[src/hw/rtl/spto_pkg.sv]
`timescale 1ns / 1ps
`default_nettype none
// ----------------------------------------------------------------------------
// Segment path 2-opt package
// Shared constants and payload types for the segment path optimizer.
// ----------------------------------------------------------------------------
package spto_pkg;
    localparam int MAX_SEGMENTS = 64;
    localparam int COORD_BITS   = 16;
    localparam int IDX_BITS     = $clog2(MAX_SEGMENTS);
    localparam int CNT_BITS     = IDX_BITS + 1;
    localparam int DIFF_BITS    = COORD_BITS + 1;
    localparam int SQ_BITS      = 2 * DIFF_BITS + 2;
    localparam int ROOT_BITS    = (SQ_BITS + 1) / 2;
    localparam int DIST_BITS    = 23;
    localparam int ACC_BITS     = ROOT_BITS + CNT_BITS + 1;
    localparam logic [DIST_BITS-1:0] DIST_MAX = '1;

    localparam logic [1:0] REG_SEGMENT_COUNT = 2'd0;
    localparam logic [1:0] REG_MAX_PASSES    = 2'd1;
    localparam logic [1:0] REG_MARGIN        = 2'd2;

    typedef logic signed [COORD_BITS-1:0] t_coord;

    typedef struct packed {
        logic   mode;
        t_coord start_x;
        t_coord start_y;
        t_coord end_x;
        t_coord end_y;
    } t_in_item;

    typedef struct packed {
        logic [5:0]           original_index;
        logic                 flipped;
        logic                 last;
        logic [15:0]          pass_count;
        logic [DIST_BITS-1:0] initial_distance;
        logic [DIST_BITS-1:0] final_distance;
    } t_out_item;

    typedef struct packed {
        t_coord sx;
        t_coord sy;
        t_coord ex;
        t_coord ey;
        logic [IDX_BITS-1:0] ord;
        logic                flip;
    } t_entry;
endpackage
`default_nettype wire

[src/hw/rtl/spto_store.sv]
`timescale 1ns / 1ps
`default_nettype none
// ----------------------------------------------------------------------------
// Segment path 2-opt segment store
// Synchronous segment memory with one write port and one registered read port.
// ----------------------------------------------------------------------------
module spto_store (
    input  wire logic                          i_clk,
    input  wire logic                          i_we,
    input  wire logic [spto_pkg::IDX_BITS-1:0] i_waddr,
    input  wire spto_pkg::t_entry              i_wdata,
    input  wire logic [spto_pkg::IDX_BITS-1:0] i_raddr,
    output spto_pkg::t_entry                   o_rdata
);
    import spto_pkg::*;
    t_entry r_mem [MAX_SEGMENTS];

    always_ff @(posedge i_clk) begin
        if (i_we) begin
            r_mem[i_waddr] <= i_wdata;
        end
        o_rdata <= r_mem[i_raddr];
    end
endmodule
`default_nettype wire

[config.mk]
export PLATFORM = sky130hd
export DESIGN_NAME = spto_store
export DESIGN_NICKNAME = d
export VERILOG_FILES = /design/src/hw/rtl/spto_pkg.sv /design/src/hw/rtl/spto_store.sv
export SDC_FILE = /design/constraint.sdc
export NUM_CORES = 2
export LEC_CHECK = 0
export BUFFER_PORTS_ARGS = -buffer_cell sky130_fd_sc_hd__buf_2
export CORE_MARGIN = 3
export CORE_UTILIZATION = 50
export DETAILED_ROUTE_END_ITERATION = 16
export GPL_ROUTABILITY_DRIVEN = 0
export MAX_ROUTING_LAYER = met4
export PLACE_DENSITY_LB_ADDON = 0.12
export SLEW_MARGIN = 20
export SYNTH_ARGS = -nofsm -noshare
export SYNTH_HDL_FRONTEND = slang
export SYNTH_MEMORY_MAX_BITS = 65536
export SYNTH_SLANG_ARGS = --single-unit
[constraint.sdc]
create_clock -name i_clk -period 17.3 [get_ports i_clk]
set_input_delay 2.595 -clock i_clk [delete_from_list [all_inputs] [get_ports i_clk]]
set_output_delay 2.595 -clock i_clk [all_outputs]
set_load 0.01 [all_outputs]
=== After elaboration in Yosys (flattened, before gate mapping) ===
Memory sizes are Yosys's and may differ from the RTL's. A register that Yosys moved wholly into a read port is not among the register bits.
Cells that the tools add are included.

* Add/subtract/negate cells: 0
* Multiply operators: 0
* Divide/modulo/power cells: 0
* $lt $le $gt $ge: 0
* Equality and inequality tests: 0
* Shifts and indexed selects: 0
* Muxes and demuxes: 2
* Bitwise gates (word level): 0
* Reduce and logical (&&, ||, !) cells: 0

{| class="wikitable"
|+ Operator list
! cell !! number
|-
| $mux 1 || 2
|}

* Flip-flop bits (word level): 0
* Latch bits: 0
* Bits in writable memories: 4,544
* ROM bits: 0
* Input port bits: 85
* Output and inout port bits: 71
* Word-level logic and storage cells: 3
* Memories: 1

{| class="wikitable"
|+ Memories
! memory !! words !! bits a word !! rd ports !! clocked after memory_dff !! write ports !! line !! text
|-
| r_mem || 64 || 71 || 1 || 1 || 1 || spto_store.sv:16 || <nowiki>t_entry r_mem [MAX_SEGMENTS];</nowiki>
|}

=== Logic depth before layout (Yosys ltp) ===
* Word-level depth: 2
* Gate-level depth with buffers: 8
* Depth with buffers taken out: 4

=== Worst setup path before layout ===
No wires, ideal clock.

* Path type: input port to flip-flop
* Start: input port i_waddr[3] in the netlist's numbering
* End: memory r_mem[48][0] in the netlist's numbering, enable pin
* Setup time: 0.587 ns
* Arrival: 7.936 ns
* Data required time: 16.713 ns
* Path slack: 8.777 ns
* Stages: 4
* Path buffers: 1
* Cells stage by stage: clkbuf_1 > nor2b_1 > nand4b_1 > nor3_1

{| class="wikitable"
|+ RTL lines
! what !! line !! text
|-
| start: declaration || spto_store.sv:10 || <nowiki>input wire logic [spto_pkg::IDX_BITS-1:0] i_waddr,</nowiki>
|-
| end: declaration || spto_store.sv:16 ||
|}

Straight into the memory's write port.

==> results.json <==
{
  "max_freq_mhz": 159,
  "cp-start-kind": "primary input",
  "drt_iter0_markers": 12800,
  "cts.clk_slew.worst_paths_ns": 0.06,
  "grt_max_degree": 107,
  "rsz0062_at_grt": "no",
  "post_drt_wl_per_cell_um": 40.0,
  "vias": 85200,
  "rows": 215,
  "synth_area_um2": 173000,
  "final_common_cell": "edfxtp_1",
  "ys_ff_latch": 4615,
  "required_ns": 18.14,
  "endpoint_kind": "flip-flop",
  "grt_antenna_before_repair": 54,
  "ys_seq_area_share_pct": 79.8,
  "slew_headroom_pct": 21.1,
  "worst_pin_slew_ns": 1.18,
  "clockBufferDepth": 4,
  "avgSynthCellArea_um2": 24.0,
  "layout.cells.most_common_list": "edfxtp_1, mux4_2, clkbuf_16",
  "slowest_stage": "buf_4",
  "power.density_nw_per_um2": 120,
  "synth_edf_count": 4544,
  "die_w_um": 594,
  "numPortBuffers": 155,
  "area_growth_syn_to_layout_pct": 13.1,
  "cp_common_cell": "buf_4",
  "critPathMaxStageDelay_ns": 0.78,
  "grt_pass1_wl_mm": 695,
  "p_leak_nw": 60.7,
  "crit_path_cell_trace": "buf_8 > buf_4 > buf_4 > buf_4 > buf_4 > mux4_2 > mux2i_1 > o22ai_1 > o211a_1",
  "grt_pass1_vias": 84300,
  "drive_gt1_share_pct": 28.6,
  "yosys_warnings": 0,
  "tritoncts": "yes",
  "io_pins": 156,
  "yosysTopAreaCellShare_pct": 79.0,
  "drt_wl_total_mm": 505,
  "setup_violations": 0,
  "firstDrtPassIters": 5,
  "use_met3_pct": 4.85,
  "drv_slew": 0,
  "status": "finished, final reports clean",
  "async_flop_share_pct": 0,
  "grt_overflow": 0,
  "clkLatencyLatePin_ns": 0.98,
  "yosys.area.top_type": "edfxtp_1",
  "track_usage_pct": 29.4,
  "clock-sinks": 4615,
  "via_per_inst": 6.74,
  "fp.dieH_um": 594,
  "met2_usage_pct": 44.9,
  "core_um2": 344000,
  "htree_levels": 5,
  "cts_hold_buf": 0,
  "synth.distinct_cells": 30,
  "drc_errors": 0,
  "post_cts_buffers": 0,
  "use_met1_pct": 42.2,
  "crit_type": "primary input to flip-flop",
  "hold_viol": 0,
  "skew_ns": 0.0444,
  "cts_resized": 0,
  "cts_made_buffers": 465,
  "peakVddDrop_v": 0.000111,
  "cts_root_buffer": "clkbuf_16",
  "dp_hpwl_mm": 254,
  "hold_path_class": "flip-flop to flip-flop",
  "ys_top_cells_by_area": "edfxtp_1, mux4_2, a22oi_1",
  "die_area_um2": 353000,
  "nNetsFinal": 7740,
  "ant_nets": 0,
  "maxCapViolations": 0,
  "initial_utilization_pct": 50.3,
  "period_share_pct": 36.4,
  "cp_max_fo": 66,
  "critical_path_arrival_ns": 7.13,
  "finalSetupTns_ns": 0,
  "ys.flop_type": "edfxtp_1",
  "busiest_layer": "met2",
  "num-fill-cells": 24700,
  "p_total_mw": 23.5,
  "synth_fp_nets": 7292,
  "post-route-min-period_ns": 6.29,
  "syn_inst": 7207
}
[where the power goes]
| group | switching [mW] | internal [mW] | leakage, nW | total, mW |
|---|---|---|---|---|
| registers | 0.0500 | 12.4 | 41.5 | 12.4 |
| clock network | 4.24 | 5.77 | 7.47 | 10.0 |
| logic | 0.663 | 0.373 | 11.8 | 1.04 |
[cells in the mapped netlist, types with 70 or more instances]
master,n
a22oi_1,284
nand3_1,125
o22ai_1,141
buf_2,152
mux2i_1,114
mux4_2,1136
nor2_1,116
a211oi_1,70
o211a_1,71
edfxtp_1,4544
dfxtp_1,71
clkbuf_1,165
[layout make-up]
type / instances / area [µm²] / share of cell area (%)
antenna: 20 / 50.0 / 0.0256
multi-input combinational: 2178 / 33500 / 17.1
tap: 4557 / 5700 / 2.92
clock inverter: 263 / 2720 / 1.39
clock buffer: 603 / 12500 / 6.42
sequential: 4615 / 138000 / 70.6
timing repair buffer: 395 / 2990 / 1.53
[state kept, by name, indices dropped and copies added (netlist names)]
name,cells
r_mem,4544
o_rdata,71
[stage by stage]
stage / setup slack, ns / cell area (µm²) / util (%) / cells / hold WS (ns)
6_report: 11.01 / 195000 / 56.9 / 12600 / 0.827
5_1_grt: 10.78 / 195000 / 56.9 / 12600 / 0.864
3_3_place_gp: 10.12 / 180000 / 52.4 / 11700 / 0.816
3_5_place_dp: 10.09 / 180000 / 52.4 / 11700 / 0.819
4_1_cts: 11.13 / 195000 / 56.8 / 12600 / 0.820
2_1_floorplan: 8.78 / 173000 / - / 7207 / 0.780
[worst max-delay path, delay by kind of cell]
family / cells / cell delay, ns
multiplexers: 2 / 0.58
buffers and inverters: 5 / 3.24
AO/OA/AOI/OAI: 2 / 0.44
[routing by layer]
layer	vias to the layer above	routed length (µm)	part of all wire [%]
met4	0	12800	2.5
met1	47000	199000	39
met3	763	50100	9.9
li1	32300	-	-
met2	5106	243000	48
met5	-	0	0
[cell families (layout without fill, tap and decap cells)]
group,after synthesis,after routing,share of synthesized area [%]
compound gates,617,617,2.72
buf+inv,414,1261,1.13
flops,4615,4615,79.8
mux,1250,1250,15.5
other cells,0,20,0
simple gates,311,311,0.881
[path summary, 6_finish.rpt]
| check | start | end | slack (ns) | depth (start not counted) |
|---|---|---|---|---|
| setup / recovery | i_raddr[2] | o_rdata[14]$_DFF_P_ | 11.01 | 9 |
| hold / removal | r_mem[6][70]$_DFFE_PP_ | o_rdata[70]$_DFF_P_ | 0.83 | 4 |
| setup reg to reg | r_mem[19][20]$_DFFE_PP_ | o_rdata[20]$_DFF_P_ | 15.15 | 4 |
| hold reg to reg | r_mem[6][70]$_DFFE_PP_ | o_rdata[70]$_DFF_P_ | 0.83 | 4 |
Power figures use the tool's default switching activity.
