[config.mk]
export PLATFORM = sky130hd
export DESIGN_NAME = spto_dist
export DESIGN_NICKNAME = d
export VERILOG_FILES = /design/src/hw/rtl/spto_pkg.sv /design/src/hw/rtl/spto_dist.sv
export SDC_FILE = /design/constraint.sdc
export NUM_CORES = 1
export LEC_CHECK = 0
export ABC_AREA = 1
export BUFFER_PORTS_ARGS = -buffer_cell sky130_fd_sc_hd__clkbuf_2
export CORE_MARGIN = 2
export CORE_UTILIZATION = 40
export CTS_BUF_LIST = sky130_fd_sc_hd__clkbuf_8
export DETAILED_ROUTE_END_ITERATION = 10
export PLACE_DENSITY_LB_ADDON = 0.1
export SYNTH_ARGS = -nofsm -noshare
export SYNTH_HDL_FRONTEND = slang
export SYNTH_SLANG_ARGS = --single-unit
[constraint.sdc]
create_clock -name i_clk -period 12 [get_ports i_clk]
set_input_delay 0.6 -clock i_clk [delete_from_list [all_inputs] [get_ports i_clk]]
set_output_delay 0.6 -clock i_clk [all_outputs]
set_load 0.02 [all_outputs]
[src/hw/rtl/spto_pkg.sv]
`timescale 1ns / 1ps
`default_nettype none
// ----------------------------------------------------------------------------
// Segment path 2-opt package
// Shared constants and payload types for the segment path optimizer.
// ----------------------------------------------------------------------------
package spto_pkg;
    localparam int MAX_SEGMENTS = 64;
    localparam int COORD_BITS   = 16;
    localparam int IDX_BITS     = $clog2(MAX_SEGMENTS);
    localparam int CNT_BITS     = IDX_BITS + 1;
    localparam int DIFF_BITS    = COORD_BITS + 1;
    localparam int SQ_BITS      = 2 * DIFF_BITS + 2;
    localparam int ROOT_BITS    = (SQ_BITS + 1) / 2;
    localparam int DIST_BITS    = 23;
    localparam int ACC_BITS     = ROOT_BITS + CNT_BITS + 1;
    localparam logic [DIST_BITS-1:0] DIST_MAX = '1;

    localparam logic [1:0] REG_SEGMENT_COUNT = 2'd0;
    localparam logic [1:0] REG_MAX_PASSES    = 2'd1;
    localparam logic [1:0] REG_MARGIN        = 2'd2;

    typedef logic signed [COORD_BITS-1:0] t_coord;

    typedef struct packed {
        logic   mode;
        t_coord start_x;
        t_coord start_y;
        t_coord end_x;
        t_coord end_y;
    } t_in_item;

    typedef struct packed {
        logic [5:0]           original_index;
        logic                 flipped;
        logic                 last;
        logic [15:0]          pass_count;
        logic [DIST_BITS-1:0] initial_distance;
        logic [DIST_BITS-1:0] final_distance;
    } t_out_item;

    typedef struct packed {
        t_coord sx;
        t_coord sy;
        t_coord ex;
        t_coord ey;
        logic [IDX_BITS-1:0] ord;
        logic                flip;
    } t_entry;
endpackage
`default_nettype wire

[src/hw/rtl/spto_dist.sv]
`timescale 1ns / 1ps
`default_nettype none
// ----------------------------------------------------------------------------
// Segment path 2-opt distance unit
// Squares the point difference, then takes a floor square root two bits a cycle.
// ----------------------------------------------------------------------------
module spto_dist (
    input  wire logic             i_clk,
    input  wire logic             i_rst_n,
    input  wire logic             i_go,
    input  wire spto_pkg::t_coord i_x1,
    input  wire spto_pkg::t_coord i_y1,
    input  wire spto_pkg::t_coord i_x2,
    input  wire spto_pkg::t_coord i_y2,
    output logic                  o_done,
    output logic [spto_pkg::ROOT_BITS-1:0] o_dist
);
    import spto_pkg::*;
    localparam int STEP_BITS = $clog2(ROOT_BITS + 2);

    logic [DIFF_BITS-1:0] r_dx, r_dy;
    logic [SQ_BITS-1:0]   r_rem;
    logic [ROOT_BITS-1:0] r_root;
    logic [STEP_BITS-1:0] r_step;
    logic [1:0]           r_phase;
    logic [SQ_BITS-1:0]   r_sqx;
    logic [SQ_BITS-1:0]   n_try;
    logic [SQ_BITS-1:0]   n_rem_sh;
    logic signed [DIFF_BITS-1:0] n_dx, n_dy;

    assign n_dx = DIFF_BITS'(i_x1) - DIFF_BITS'(i_x2);
    assign n_dy = DIFF_BITS'(i_y1) - DIFF_BITS'(i_y2);
    assign n_rem_sh = r_rem;
    assign n_try = SQ_BITS'({r_root, 2'b01});

    always_ff @(posedge i_clk) begin
        o_done <= 1'b0;
        if (!i_rst_n) begin
            r_phase <= 2'd0;
        end else if (i_go) begin
            r_dx    <= n_dx[DIFF_BITS-1] ? DIFF_BITS'(-n_dx) : n_dx;
            r_dy    <= n_dy[DIFF_BITS-1] ? DIFF_BITS'(-n_dy) : n_dy;
            r_phase <= 2'd1;
        end else if (r_phase == 2'd1) begin
            r_sqx   <= SQ_BITS'(r_dx) * SQ_BITS'(r_dx);
            r_rem   <= SQ_BITS'(r_dy) * SQ_BITS'(r_dy);
            r_phase <= 2'd2;
        end else if (r_phase == 2'd2) begin
            r_sqx   <= r_sqx + r_rem;
            r_rem   <= '0;
            r_root  <= '0;
            r_step  <= STEP_BITS'(ROOT_BITS);
            r_phase <= 2'd3;
        end else if (r_phase == 2'd3) begin
            logic [SQ_BITS+1:0] cand;
            logic [SQ_BITS+1:0] tr;
            cand = {n_rem_sh, r_sqx[SQ_BITS-1 -: 2]};
            tr = (SQ_BITS + 2)'(n_try);
            r_sqx <= {r_sqx[SQ_BITS-3:0], 2'b00};
            if (cand >= tr) begin
                r_rem  <= SQ_BITS'(cand - tr);
                r_root <= {r_root[ROOT_BITS-2:0], 1'b1};
            end else begin
                r_rem  <= SQ_BITS'(cand);
                r_root <= {r_root[ROOT_BITS-2:0], 1'b0};
            end
            r_step <= r_step - 1'b1;
            if (r_step == STEP_BITS'(1)) begin
                r_phase <= 2'd0;
                o_done  <= 1'b1;
            end
        end
    end

    assign o_dist = r_root;
endmodule
`default_nettype wire

# Yosys cells after proc, flatten, opt, wreduce, memory -nomap -nowiden
# Index checks and enable logic that the tools add are counted.
[op_classes]
n_addsub = 7
mul = 2
magnitude_cmp = 1
eq_ne = 4
muxes = 18
bitwise = 4
n_reduce_logical = 13
[op_table]
columns = ["cell", "n"]
rows = [
  ["$mux W36", 4],
  ["$mux W34", 3],
  ["$mul A17 B17 Y34", 2],
  ["$ge A38 B20 Y1", 1],
  ["$add A36 B36 Y36", 1],
  ["$sub A36 B20 Y36", 1],
  ["$neg A17 Y17", 2],
  ["$sub A16 B16 Y17", 2],
  ["$mux W16", 2],
  ["$mux W18", 1],
  ["$mux W2", 4],
  ["$reduce_bool A4 Y1", 2],
  ["$reduce_and A2 Y1", 3],
  ["$reduce_bool A3 Y1", 2],
  ["$eq A5 B1 Y1 const B", 1],
  ["$mux W5", 1],
  ["$reduce_or A5 Y1", 1],
  ["$sub A5 B1 Y5 const B", 1],
  ["$eq A2 B2 Y1 const B", 2],
  ["$not A1 Y1", 4],
  ["$reduce_and A4 Y1", 1],
  ["$reduce_or A2 Y1", 2],
  ["$mux W1", 3],
  ["$reduce_and A3 Y1", 1],
  ["2 further kinds", 2],
]
[totals]
regBits = 132
in_bits = 67
out_inout_bits = 19
wordCells = 62

# Longest topological paths before layout
# Gate-level depths: netlist of the first run.
[logic_depth]
depth_word = 6
ltp_mapped = 27
ltp_nobuf = 25

# Worst setup path after synthesis of the first run
# No wires, ideal clock.
[synth_path]
kind = "register to register"
start = "register r_dx[5]"
end = "register r_sqx[20] (data pin)"
setup_time_ns = 0.259
arrival_ns = 5.694
path_slack_ns = 6.047
path_stages_with_launch = 25
n_path_buf = 2
period_less_slack_ns = 5.953
path_cell_list = "edfxtp_1 > clkbuf_1 > clkbuf_1 > nand2_1 > fa_1 > inv_1 > fa_1 > inv_1 > fa_1 > inv_1 > fa_1 > fa_1 > inv_1 > fa_1 > inv_1 > ha_1 > a21oi_1 > inv_1 > a21oi_1 > nand3_1 > nand2_1 > nand2_1 > or2_2 > nand3_1 > nand3_1"
[synth_between]
elab_chain_len = 2
[synth_rtl]
columns = ["item", "line", "source"]
rows = [
  ["from (decl)", "spto_dist.sv:21", "logic [DIFF_BITS-1:0] r_dx, r_dy;"],
  ["from (signal assigned)", "spto_dist.sv:41", "r_dx <= n_dx[DIFF_BITS-1] ? DIFF_BITS'(-n_dx) : n_dx;"],
  ["$mul A17 B17 Y34", "spto_dist.sv:45", "r_sqx <= SQ_BITS'(r_dx) * SQ_BITS'(r_dx);"],
  ["$mux W34", "spto_dist.sv:44", "end else if (r_phase == 2'd1) begin"],
  ["to (signal assigned)", "spto_dist.sv:45", ""],
  ["to (signal assigned)", "spto_dist.sv:49", "r_sqx <= r_sqx + r_rem;"],
  ["to (signal assigned)", "spto_dist.sv:59", "r_sqx <= {r_sqx[SQ_BITS-3:0], 2'b00};"],
  ["to (decl)", "spto_dist.sv:26", "logic [SQ_BITS-1:0] r_sqx;"],
]
# Every way passes these cells.
# A chain may end at the register's enable or synchronous reset.

# Worst setup path in the final report of the first run
[layout_path]
start = "register r_dx[1]"
end = "register r_sqx[22] (data pin)"
# Same word-level chain as after synthesis.

==> summary.txt, run 1 <==
Outcome
  – Outcome: complete, no violations

Die
  – Area of the core: 74400 um2
  – Die width: 278 um
  – Row cnt: 100
  – IO Count: 86
  – DIE HEIGHT: 278 um
  – Starting Density: 0.404
  – Die ar.: 77400 um2

Route
  – Routed via count: 25600
  – Initial drt markers: 1729
  – DRT Wirelength: 83.8 mm
  – Via/cell ratio: 4.91
  – # DRC: 0
  – DR WL/cell: 16.1 um
  – First-pass DRT Iterations: 5
  – Routed Antenna Nets: 0

Yosys
  – Syn avg cell area: 7.14 um2
  – Synth Instances: 4216
  – Flops & latches, synth: 132
  – Yosys warnings: 0
  – Syn Std Cell Area: 30100 um2
  – Post-synth top area share: 0.256
  – Cell taking the most area after synthesis: fa_1
  – Synth area leaders: fa_1 (26%), nand2_1 (14%), ha_1 (13%), edfxtp_1 (13%), inv_1 (13%)
  – Synthesized Nets: 4982
  – Sequential area share after synthesis: 0.131
  – Yosys cell types: 45

Critical path
  – Reg2reg path depth: 22
  – CP Capture Type: register
  – Worst path arrival time: 6930 ps
  – WP data required: 12290 ps
  – Worst R2R Start: r_dx[1]$_DFFE_PP_
  – Max FO, Critical Path: 18
  – Crit path kind: reg -> reg
  – CP Launch Type: register
  – Reg2reg setup slack: 5370 ps
  – RR Endpoint: r_sqx[22]$_DFFE_PP_

STA
  – Clock Skew: 44.2 ps
  – Worst hold margin: 263 ps
  – Max Clock Freq: 151 MHz
  – Setup TNS: 0 ps
  – Final setup viols: 0
  – Fin crit share: 0.553
  – Final slew viol count: 0
  – Final Hold Fails: 0
  – RSZ-0062 raised after global routing: no
  – Worst slew pin tran: 1020 ps
  – Rel. slew slack: 0.319
  – Post-route minimum period: 6630 ps

Global routing
  – First-pass GRT wire length: 138 mm
  – Total grt overflow: 0
  – GRT Overall Usage: 0.225
  – Vias in the first global route: 26200
  – Largest net degree at the start of global routing: 74
  – Antenna violations before repair: 2

Cells and area
  – Commonest cells after routing, fill and taps aside: nand2_1 (1135), inv_1 (1010), fa_1 (385), ha_1 (313), nor2_1 (286)
  – Most common cell after layout, fill and taps aside: nand2_1
  – Synth-to-layout area growth: 5.91%
  – Nets@finish: 4997
  – Share of cells above drive strength 1: 0.0426

Min path
  – Worst hold-check path type: in -> reg
  – Min-Delay Path Depth: 3
  – Hold Path End: r_phase[0]$_SDFFE_PN0P_
  – Hold path startpoint: i_rst_n

CTS
  – Hold-fix buffer count after cts: 0
  – Cts repair resizes: 0
  – Clk slew on worst S/H paths: 110 ps
  – Clk sinks: 132
  – Post-CTS Setup Bufs: 0
  – Later-pin clock latency in the skew report: 590 ps
  – H-tree Lvls: 4
  – TritonCTS clock tree: yes
  – Clk buf depth: 2
  – Inserted Clock Buffers: 17
  – Cell at the root of the clock tree: clkbuf_8

Placed design
  – RePlAce Congestion: 0.944
  – Post-DP HPWL: 71.1 mm
  – Port bufs: 85

Run
  – Max Cap Viol: 0
==> cells by family (layout without fill, tap and decap cells) <==
logic type / after synthesis / count (layout) / share of synthesized area
adder cells (fa/ha/maj): 699 / 699 / 0.387
AO/OA/AOI/OAI: 350 / 350 / 0.0633
flip-flops: 132 / 132 / 0.131
AND/OR/NAND/NOR: 1832 / 1832 / 0.253
buffers and inverters: 1115 / 1143 / 0.141
XOR/XNOR: 88 / 88 / 0.0256
other: 0 / 2 / 0
==> routing by layer <==
layer | routed length, um | vias up | part of all wire | track usage
met3 | 3910 | 82 | 0.047 | 0.0280
met1 | 39600 | 12100 | 0.47 | 0.309
met5 | 13 | - | 0.00016 | 0
met4 | 1980 | 2 | 0.024 | 0.0639
li1 | - | 12900 | - | -
met2 | 38300 | 555 | 0.46 | 0.374
==> synth_stat cells (all sizes together) <==
master / count
nand3: 259
or2: 8
xnor2: 45
nor4: 9
nand4: 44
o311ai: 1
and2: 7
a21boi: 2
o31ai: 1
fa: 385
a21o: 12
o21ai: 124
a31oi: 2
and3: 2
ha: 314
o211ai: 9
a21oi: 178
inv: 1017
dfxtp: 3
nor3: 30
nand2: 1152
o21bai: 11
nand3b: 23
buf: 16
nor2: 298
xor2: 43
o221ai: 3
edfxtp: 129
o31a: 1
o21a: 6
clkbuf: 82
==> cell type report <==
class | count | area [um2]
sequential | 132 | 3930
antenna | 2 | 5.00
inverter | 1017 | 3820
tap | 969 | 1210
clock buffer | 18 | 248
multi-input combinational | 2969 | 21900
timing repair buffer | 94 | 493
fill | 7841 | 42600
clock inverter | 14 | 211
==> registers in the layout, summed over array words and instances, names as in the netlist <==
name / count
r_step: 5
r_sqx: 36
r_phase: 2
r_dy: 17
r_dx: 17
n_rem_sh: 36
o_done: 1
o_dist: 18
==> through the flow <==
step | instances | instance area, um2 | setup slack [ps] | util
floorplan | 4216 | 30100 | 6050 | -
global placement | 5181 | 31400 | 5450 | 0.422
detailed placement | 5181 | 31400 | 5470 | 0.422
CTS | 5213 | 31900 | 5400 | 0.428
global route | 5215 | 31900 | 5040 | 0.428
finish | 5215 | 31900 | 5370 | 0.428
==> worst max-delay path by stage <==
stage                            from                  end  slack [ps]  cells past startpoint
floorplan           r_dx[5]$_DFFE_PP_  r_sqx[20]$_DFFE_PP_        6050                     24
global placement    r_dx[1]$_DFFE_PP_  r_sqx[22]$_DFFE_PP_        5450                     22
detailed placement  r_dx[1]$_DFFE_PP_  r_sqx[22]$_DFFE_PP_        5470                     22
CTS                 r_dx[1]$_DFFE_PP_  r_sqx[22]$_DFFE_PP_        5400                     22
global route        r_dx[1]$_DFFE_PP_  r_sqx[22]$_DFFE_PP_        5040                     22
finish              r_dx[1]$_DFFE_PP_  r_sqx[22]$_DFFE_PP_        5370                     22
==> worst max-delay path: stages, from the launching register on <==
cell	delay, ps
edfxtp_1	1020
nand2_1	290
xor2_1	230
ha_1	280
inv_1	50
fa_1	530
inv_1	50
fa_1	500
fa_1	530
fa_1	540
inv_1	50
fa_1	520
inv_1	40
ha_1	350
nand2_1	110
inv_1	60
nand2_1	100
nor3_1	410
nand4_1	240
nand3_1	160
a21oi_1	70
o21ai_0	120
nand3_1	110
Power of run 1 is not shown: default switching activity piles up to over one toggle a cycle in this logic, so the estimate is an artifact.
==> run 2: changes to the inputs <==
==> constraint.sdc (replaced) <==
create_clock -name i_clk -period 6.2 [get_ports i_clk]
set_input_delay 0.31 -clock i_clk [delete_from_list [all_inputs] [get_ports i_clk]]
set_output_delay 0.31 -clock i_clk [all_outputs]
set_load 0.02 [all_outputs]
==> run 2 against run 1 <==
  * Clock skew is 5.1 ps lower
  * Maximum frequency grew 12%
  * Utilization rose by 0.96 points
  * First-iteration DRC count increased by 8.7%
  * Worst setup slack got worse by 5100 ps
  * Sequential share of layout area shrank 0.27 points
  * Die area stayed put
  * Flip-flop and latch count unchanged
  * Final cell count rose by 1.6%
  * Count of clock-buffer cells in the layout unchanged
  * Non-clock buffer count rose by 83
==> summary.txt, run 2 (synthesis gave the netlist of run 1 again) <==
Outcome
  – Outcome: complete, no violations

Route
  – DRT Wirelength: 83.0 mm (-0.97%)
  – Via/cell ratio: 4.88 (-0.63%)
  – DR WL/cell: 15.7 um (-2.5%)
  – Routed via count: 25800 (+0.95%)
  – Routed Antenna Nets: 0 (unchanged)
  – First-pass DRT Iterations: 5 (unchanged)
  – # DRC: 0 (unchanged)
  – Initial drt markers: 1880 (+8.7%)

Die
  – Die ar.: 77400 um2 (unchanged)
  – DIE HEIGHT: 278 um (unchanged)
  – Die width: 278 um (unchanged)
  – Area of the core: 74400 um2 (unchanged)
  – IO Count: 86 (unchanged)
  – Row cnt: 100 (unchanged)
  – Starting Density: 0.404 (unchanged)

Cells and area
  – # fillers: 7901 (+0.77%)
  – Post-route cell area: 32600 um2 (+2.2%)
  – Share of cells above drive strength 1: 0.0624 (+0.0198)
  – Storage element area: 3930 um2 (unchanged)
  – Synth-to-layout area growth: 8.28%
  – Nets@finish: 5080 (+1.7%)
  – Most common cell after layout, fill and taps aside: nand2_1
  – Commonest cells after routing, fill and taps aside: nand2_1 (1135), inv_1 (1011), fa_1 (385), ha_1 (312), nor2_1 (284)
  – Multi-input gate area: 22000 um2 (+0.18%)

CTS
  – Inserted Clock Buffers: 17 (unchanged)
  – Cell at the root of the clock tree: clkbuf_8
  – Clk sinks: 132 (unchanged)
  – Clk buf depth: 2 (unchanged)
  – Later-pin clock latency in the skew report: 570 ps (-20 ps)
  – H-tree Lvls: 4 (unchanged)
  – TritonCTS clock tree: yes
  – Clk slew on worst S/H paths: 90 ps (-20 ps)

Critical path
  – Worst path arrival time: 6190 ps (-740 ps)
  – Crit path kind: reg -> reg
  – CP Launch Type: register
  – CP Capture Type: register
  – WP data required: 6470 ps (-5820 ps)
  – Max FO, Critical Path: 6 (-12)

Run
  – Max Cap Viol: 0 (unchanged)

STA
  – Max Clock Freq: 169 MHz (+12%)
  – Final setup viols: 0 (unchanged)
  – Setup ws final: 285 ps (-5080 ps)
  – Worst slew pin tran: 1050 ps (+24.0 ps)
  – Final Hold Fails: 0 (unchanged)
  – Fin crit share: 0.954 (+0.401)
  – Clock Skew: 39.1 ps (-5.13 ps)
  – Final slew viol count: 0 (unchanged)
  – Post-route minimum period: 5920 ps (-719 ps)
  – Rel. slew slack: 0.302 (-0.0177)

Placed design
  – RePlAce Congestion: 0.948 (+0.41%)
  – Port bufs: 85 (unchanged)
  – Post-DP HPWL: 71.7 mm (+0.81%)
  – Pre-CTS WS: 163 ps (-5310 ps)
  – Area post-placement: 31800 um2 (+1.4%)

Global routing
  – Total grt overflow: 0 (unchanged)
  – Antenna violations before repair: 3 (+1)
  – GRT Overall Usage: 0.224 (-0.00186)
  – First-pass GRT wire length: 137 mm (-0.52%)
  – Vias in the first global route: 26300 (+0.54%)
  – Largest net degree at the start of global routing: 74 (unchanged)

Min path
  – Worst hold-check path type: in -> reg
==> run 2: cell count changes in the layout (fill, tap and decap cells not counted), moves of 4 or more <==
cell / delta
o21ai_1: +4
buf_4: +72
buf_12: +6
o21ai_0: -4
==> run 2: worst paths after layout <==
kind,slack (ps),from,cells after the start,end
max,280,r_dy[6]$_DFFE_PP_,23,n_rem_sh[26]$_DFFE_PP_
min,190,i_go,4,o_done$_SDFF_PP0_
max reg2reg,280,r_dy[6]$_DFFE_PP_,23,n_rem_sh[26]$_DFFE_PP_
min reg2reg,560,r_phase[1]$_SDFFE_PP0P_,2,r_phase[1]$_SDFFE_PP0P_
==> run 2: per-stage QoR <==
step                hold slack [ps]  std cells  setup TNS, ps   util
detailed placement              552       5233              0  0.428
floorplan                       442       4216              0      -
CTS                             127       5267              0  0.433
finish                          191       5298              0  0.438
global placement                555       5233              0  0.428
global route                    207       5298          -2.03  0.438
==> run 2: critical path: stages, from the launching register on <==
cell      delay [ps]
edfxtp_1         540
buf_12           200
nand2_1           60
inv_1             90
fa_1             510
inv_1             50
fa_1             510
inv_1             50
fa_1             490
fa_1             460
fa_1             520
inv_1             50
fa_1             470
inv_1             40
ha_1             390
nand2_1          120
nor2_1           190
inv_1             80
nor3_1           210
nand3_1          130
nand3_1          140
a21oi_1           70
o21ai_0          170
nand2_1          120
==> run 2: final cells by class <==
type	instances	share of cell area
tap	969	0.0372
clock buffer	18	0.00760
inverter	1017	0.117
antenna	2	0.000154
sequential	132	0.121
multi-input combinational	2969	0.675
timing repair buffer	177	0.0369
clock inverter	14	0.00545
==> run 2: repair_timing <==
action,CTS,global route
endpoints found under the hold margin,1,0
resized for setup,0,16
endpoints found under the setup margin,0,26
buffers inserted,0,29
hold buffers,2,0
==> run 2: per-layer routing <==
| metal | global-route usage | share of wire | wire length (um) |
|---|---|---|---|
| met1 | 0.306 | 0.46 | 38600 |
| met2 | 0.377 | 0.46 | 38500 |
| met3 | 0.0272 | 0.052 | 4280 |
| met4 | 0.0523 | 0.019 | 1610 |
| met5 | 0 | 0.00016 | 13 |
Power of run 2 is left out for the same reason.
